<file path="src/slq_pkg.sv">
// ---------------------------------------------------------------------------
// Sorted list queue package
// Shared widths, action and status codes, and the cell control bundle.
// ---------------------------------------------------------------------------
package slq_pkg;

  localparam int DATA_W       = 32;
  localparam int ACTION_W     = 3;
  localparam int STATUS_W     = 2;
  localparam int COUNT_OUT_W  = 5;
  localparam int CAPACITY_DEF = 16;

  localparam logic [ACTION_W-1:0] ACT_INSERT = 3'd0;
  localparam logic [ACTION_W-1:0] ACT_APPEND = 3'd1;
  localparam logic [ACTION_W-1:0] ACT_POPF   = 3'd2;
  localparam logic [ACTION_W-1:0] ACT_POPB   = 3'd3;
  localparam logic [ACTION_W-1:0] ACT_DUMP   = 3'd4;

  localparam logic [STATUS_W-1:0] ST_OK    = 2'd0;
  localparam logic [STATUS_W-1:0] ST_EMPTY = 2'd1;
  localparam logic [STATUS_W-1:0] ST_FULL  = 2'd2;

  typedef enum logic [1:0] {
    CELL_HOLD   = 2'd0,
    CELL_INSERT = 2'd1,
    CELL_APPEND = 2'd2,
    CELL_POPF   = 2'd3
  } cell_op_t;

  typedef struct packed {
    cell_op_t                  op;
    logic signed [DATA_W-1:0]  value;
  } cell_ctrl_t;

endpackage

</file>
<file path="src/slq_cell.sv">
// ---------------------------------------------------------------------------
// Sorted list queue cell
// Holds one list entry and shifts it toward either neighbor on command.
// ---------------------------------------------------------------------------
module slq_cell #(
  parameter int INDEX   = 0,
  parameter int COUNT_W = 5
) (
  input  logic                              clk,
  input  slq_pkg::cell_ctrl_t               ctrl,
  input  logic [COUNT_W-1:0]                count,
  input  logic signed [slq_pkg::DATA_W-1:0] left_entry,
  input  logic signed [slq_pkg::DATA_W-1:0] right_entry,
  input  logic                              still_in,
  output logic                              still_out,
  output logic signed [slq_pkg::DATA_W-1:0] entry
);
  import slq_pkg::*;

  logic occupied;
  logic less;

  assign occupied  = COUNT_W'(INDEX) < count;
  assign less      = occupied && (entry < ctrl.value);
  assign still_out = still_in && less;

  always_ff @(posedge clk) begin
    case (ctrl.op)
      CELL_INSERT: begin
        if (!still_in) begin
          entry <= left_entry;
        end else if (!less) begin
          entry <= ctrl.value;
        end
      end
      CELL_APPEND: begin
        if (COUNT_W'(INDEX) == count) begin
          entry <= ctrl.value;
        end
      end
      CELL_POPF: begin
        entry <= right_entry;
      end
      default: begin
        entry <= entry;
      end
    endcase
  end

endmodule

</file>
<file path="src/sorted_list_queue_top.sv">
// ---------------------------------------------------------------------------
// Sorted list queue top level
// A bounded ordered list of signed values built as a row of entry cells.
// ---------------------------------------------------------------------------
// Each input transfer carries an action and a value. Sorted insert, append,
// pop front and pop back change the list in the cycle of the transfer: on
// insert every cell compares against the new value and shifts toward its
// neighbor at once. Each of these produces one result, registered so that
// it appears in the cycle after the input transfer, so such items go through
// at one per cycle while the output is not stalled. A dump of n entries
// produces n results, one per free output cycle, the last one marked; the
// input stalls until the final dump result is loaded, since the entries are
// read out one per cycle through a single read mux. Inserts or appends into
// a full list and pops or dumps of an empty list give one result with a full
// or empty status and leave the list as is. The output register holds its
// result while out_stall is high, and the input is stalled only while that
// register is occupied and stalled or a dump is in progress. Reset empties
// the list and drops any pending result; the stored entries are not cleared.
module sorted_list_queue_top #(
  parameter int CAPACITY = slq_pkg::CAPACITY_DEF
) (
  input  logic                                   clk,
  input  logic                                   rst,
  input  logic                                   in_valid,
  output logic                                   in_stall,
  input  logic [slq_pkg::ACTION_W-1:0]           action,
  input  logic signed [slq_pkg::DATA_W-1:0]      value,
  output logic                                   out_valid,
  input  logic                                   out_stall,
  output logic signed [slq_pkg::DATA_W-1:0]      value_out,
  output logic [slq_pkg::STATUS_W-1:0]           status,
  output logic [slq_pkg::COUNT_OUT_W-1:0]        entry_count,
  output logic                                   last
);
  import slq_pkg::*;

  localparam int COUNT_W = $clog2(CAPACITY + 1);
  localparam int IDX_W   = $clog2(CAPACITY);

  logic signed [DATA_W-1:0] entries [CAPACITY];
  logic                     still [CAPACITY+1];
  logic signed [DATA_W-1:0] left_in [CAPACITY];
  logic signed [DATA_W-1:0] right_in [CAPACITY];

  logic [COUNT_W-1:0] count;
  logic [COUNT_W-1:0] count_next;
  logic               dumping;
  logic               dumping_next;
  logic [IDX_W-1:0]   dump_idx;
  logic [IDX_W-1:0]   dump_idx_next;
  logic [IDX_W-1:0]   tail_idx;

  logic                     accept;
  logic                     out_load;
  logic                     res_load;
  cell_ctrl_t               ctrl;
  logic signed [DATA_W-1:0] res_value;
  logic [STATUS_W-1:0]      res_status;
  logic                     res_last;
  logic                     is_full;
  logic                     is_empty;

  assign out_load = !out_valid || !out_stall;
  assign in_stall = dumping || !out_load;
  assign accept   = in_valid && !in_stall;
  assign is_full  = count == COUNT_W'(CAPACITY);
  assign is_empty = count == '0;
  assign tail_idx = IDX_W'(count - 1'b1);
  assign still[0] = 1'b1;

  for (genvar i = 0; i < CAPACITY; i++) begin : g_cell
    if (i == 0) begin : g_head
      assign left_in[i] = ctrl.value;
    end else begin : g_body
      assign left_in[i] = entries[i-1];
    end
    if (i == CAPACITY - 1) begin : g_tail
      assign right_in[i] = '0;
    end else begin : g_inner
      assign right_in[i] = entries[i+1];
    end

    slq_cell #(
      .INDEX   (i),
      .COUNT_W (COUNT_W)
    ) u_cell (
      .clk         (clk),
      .ctrl        (ctrl),
      .count       (count),
      .left_entry  (left_in[i]),
      .right_entry (right_in[i]),
      .still_in    (still[i]),
      .still_out   (still[i+1]),
      .entry       (entries[i])
    );
  end

  always_comb begin
    ctrl.op       = CELL_HOLD;
    ctrl.value    = value;
    count_next    = count;
    dumping_next  = dumping;
    dump_idx_next = dump_idx;
    res_load      = 1'b0;
    res_value     = '0;
    res_status    = ST_OK;
    res_last      = 1'b1;
    if (dumping) begin
      if (out_load) begin
        res_load      = 1'b1;
        res_value     = entries[dump_idx];
        res_last      = dump_idx == tail_idx;
        dump_idx_next = IDX_W'(dump_idx + 1'b1);
        dumping_next  = dump_idx != tail_idx;
      end
    end else if (accept) begin
      res_load = 1'b1;
      case (action)
        ACT_INSERT, ACT_APPEND: begin
          if (is_full) begin
            res_status = ST_FULL;
          end else begin
            ctrl.op    = (action == ACT_INSERT) ? CELL_INSERT : CELL_APPEND;
            count_next = COUNT_W'(count + 1'b1);
          end
        end
        ACT_POPF: begin
          if (is_empty) begin
            res_status = ST_EMPTY;
          end else begin
            ctrl.op    = CELL_POPF;
            res_value  = entries[0];
            count_next = COUNT_W'(count - 1'b1);
          end
        end
        ACT_POPB: begin
          if (is_empty) begin
            res_status = ST_EMPTY;
          end else begin
            res_value  = entries[tail_idx];
            count_next = COUNT_W'(count - 1'b1);
          end
        end
        ACT_DUMP: begin
          if (is_empty) begin
            res_status = ST_EMPTY;
          end else begin
            res_value     = entries[0];
            res_last      = count == COUNT_W'(1);
            dumping_next  = count != COUNT_W'(1);
            dump_idx_next = IDX_W'(1);
          end
        end
        default: begin
          res_status = ST_OK;
        end
      endcase
    end
  end

  always_ff @(posedge clk) begin
    if (rst) begin
      count     <= '0;
      dumping   <= 1'b0;
      dump_idx  <= '0;
      out_valid <= 1'b0;
    end else begin
      count    <= count_next;
      dumping  <= dumping_next;
      dump_idx <= dump_idx_next;
      if (res_load) begin
        out_valid <= 1'b1;
      end else if (!out_stall) begin
        out_valid <= 1'b0;
      end
    end
  end

  always_ff @(posedge clk) begin
    if (res_load) begin
      value_out   <= res_value;
      status      <= res_status;
      entry_count <= COUNT_OUT_W'(count_next);
      last        <= res_last;
    end
  end

endmodule

</file>
<file path="config.mk">
export PLATFORM = sky130hd
export DESIGN_NAME = sorted_list_queue_top
export DESIGN_NICKNAME = d
export VERILOG_FILES = /design/src/slq_pkg.sv /design/src/slq_cell.sv /design/src/sorted_list_queue_top.sv
export SDC_FILE = /design/constraint.sdc
export NUM_CORES = 2
export LEC_CHECK = 0
export ABC_AREA = 0
export BUFFER_PORTS_ARGS = -buffer_cell sky130_fd_sc_hd__buf_2
export CAP_MARGIN = 25
export CORE_UTILIZATION = 55
export CTS_CLUSTER_DIAMETER = 150
export DETAILED_ROUTE_END_ITERATION = 6
export GPL_ROUTABILITY_DRIVEN = 0
export GPL_TIMING_DRIVEN = 0
export PLACE_DENSITY = 0.79
export SYNTH_ARGS = -nofsm -noshare
export SYNTH_HDL_FRONTEND = slang
export SYNTH_HIERARCHICAL = 1
export SYNTH_SLANG_ARGS = --single-unit
</file>
<file path="constraint.sdc">
create_clock -name clk -period 24.5 [get_ports clk]
set_input_delay 0 -clock clk [delete_from_list [all_inputs] [get_ports clk]]
set_output_delay 0 -clock clk [all_outputs]
set_load 0.01 [all_outputs]
</file>
==> results.cfg <==
[drt]
ant_nets = 0
wl_um = 175000
drc = 2
routedWlPerCell_um = 25.8
vias = 47300
drt_iter0_markers = 6807
routed_via_density = 6.97
drt_pass1_iterations = 7

[synth]
synth-warning-count = 6
syn_inst = 5237
mappedNetlistArea_sq_um = 52000
avgSynthCellArea_sq_um = 9.93

[critical_path]
cp_data_required_time_ps = 24880
cp_max_fo = 18
worstSetupStartpointType = register
crit_path_frequent_cell = mux2i_1
endpoint_kind = register
crit_type = reg2reg
max_stage_delay_ps = 620
arrival_ps = 19560
cp_slowest_cell = a2111oi_1

[global_route]
gr-total-overflow = 0
grt_pass1_vias = 44700
antenna_found_initial = 8
grt_max_degree = 50
gr-usage-all-layers = 0.358
grt_pass1_wl_um = 261000

[cells_and_area]
drive_gt1_frac = 0.125
syn2layout_area_growth_pct = 10.2
nets = 6011
design_area_sq_um = 57300

[run_status]
violations = design-rule violations
status = finished with violations

[clock_tree]
hold_buffers = 17
cts-resized-gates = 0
cts_buffer_depth = 3
cts_tree = yes
ctsHtreeMaxLevel = 3
cts_buffers = 69
clk_pin_slew_worst_paths_ps = 60
cts_root_buf = clkbuf_16
cts.sink_count = 563
post_cts_buffers = 0
clkLatencyLatePin_ps = 640

[pwr]
clkPwrFrac = 0.394
p_int_mw = 1.92
power.switching_mw = 0.784
p_leak_nw = 21.6
switching_share = 0.289
power_frac_seq = 0.418
vdd_drop_max_mv = 0.0504
power_per_cell_area_nw_per_um2 = 47.2
power_frac_comb = 0.187

[sta]
fmax_ghz = 0.0521
setup-tns-final_ps = 0
layout_min_cycle_time_ps = 19180
relSlewSlack = 0.177
period_share = 0.783
worstMarginPinSlew_ps = 1200
fin_skew_ps = 25.5
holdWs_ps = 56.2
hold_viol_final = 0
rsz0062_at_grt = false
drv_slew = 0
setup_viol = 0

[min_path]
hp-class = in2reg

[die]
initial_utilization = 0.556
rows = 112
dieArea_sq_um = 95800
die_y_um = 310
coreArea_sq_um = 93500
pin_count = 81
die_width_um = 310

[placement]
numPortBuffers = 79
place_area_sq_um = 54800
place_hpwl_um = 138000

[flow_run]
drv_cap = 0
## stage by stage
stage	std cells	util	total power, mW	setup slack, ps
floorplan	5268	-	1.46	10770
global placement	6601	0.579	1.60	6190
detailed placement	6631	0.587	1.63	5840
CTS	6772	0.613	2.69	5880
global route	6778	0.613	2.78	4560
finish	6780	0.613	2.71	5320
## worst max-delay path: cells and delay by family, from the launching register on
kind	cells	cell delay [ps]
buffers and inverters	21	6540
DFF	1	550
adders and majority gates	1	370
AOI/OAI and AO/OA	11	2590
muxes	15	4740
and+or+nand+nor	17	4080
## registers in the layout (all words and copies together) (netlist names)
register,flops
count,5
dump_idx,4
dumping,1
entry_count,5
g_cell.u_cell/entry,512
last,1
out_valid,1
status,2
value_out,32
## area by class of cell
class | instances | area (sq um)
fill | 7568 | 36100
multi-input combinational | 3851 | 31900
sequential | 563 | 16800
clock buffer | 90 | 1910
inverter | 507 | 1900
buffer | 347 | 1670
tap | 1254 | 1570
timing repair buffer | 132 | 1210
clock inverter | 34 | 368
antenna | 2 | 5.00
## power by group through the flow
stage | registers [mW] | logic [mW] | clock network, mW
after floorplan | 1.13 | 0.330 | 0
after global placement | 1.15 | 0.450 | 0
after detailed placement | 1.15 | 0.482 | 0
after CTS | 1.13 | 0.489 | 1.07
after global routing | 1.13 | 0.545 | 1.10
final | 1.13 | 0.508 | 1.07
## cells in the final DEF (no fill, tap or decap), types with 17 or more instances in the layout
cell type and instances:
edfxtp_1 552, nor3_1 27, mux2i_1 338, clkbuf_1 185, inv_1 507, o21ai_0 68
nand4_1 99, a211oi_1 308, mux4_2 256, o211ai_1 18, ha_1 501, dlygate4sd3_1 17
a31oi_1 216, o22ai_1 227, conb_1 33, nand3_1 77, buf_4 22, clkbuf_16 73
nor4_1 21, a221oi_1 40, a21oi_1 533, a21o_1 48, buf_2 192, nand2b_1 22
nand2_1 297, buf_1 28, nor2_1 196, nor2b_1 298, a2111oi_1 34
## worst paths after layout
path | endpoint | start | slack, ps | cells past startpoint
max | g_cell[15].u_cell/entry[2]$_DFFE_PP_ | g_cell[0].u_cell/entry[2]$_DFFE_PP_ | 5320 | 65
max reg2reg | g_cell[15].u_cell/entry[2]$_DFFE_PP_ | g_cell[0].u_cell/entry[2]$_DFFE_PP_ | 5320 | 65
min | g_cell[14].u_cell/entry[27]$_DFFE_PP_ | value[27] | 60 | 3
min reg2reg | dumping$_SDFF_PP0_ | dumping$_SDFF_PP0_ | 550 | 2
## per-layer routing
layer	routed length, um	GRT usage	up-vias
met5	64	0	-
met4	10900	0.192	12
met3	24400	0.0882	669
met2	77600	0.560	3661
met1	61800	0.456	22100
li1	-	-	20800
Note: power is estimated with default switching activity, not from simulation.
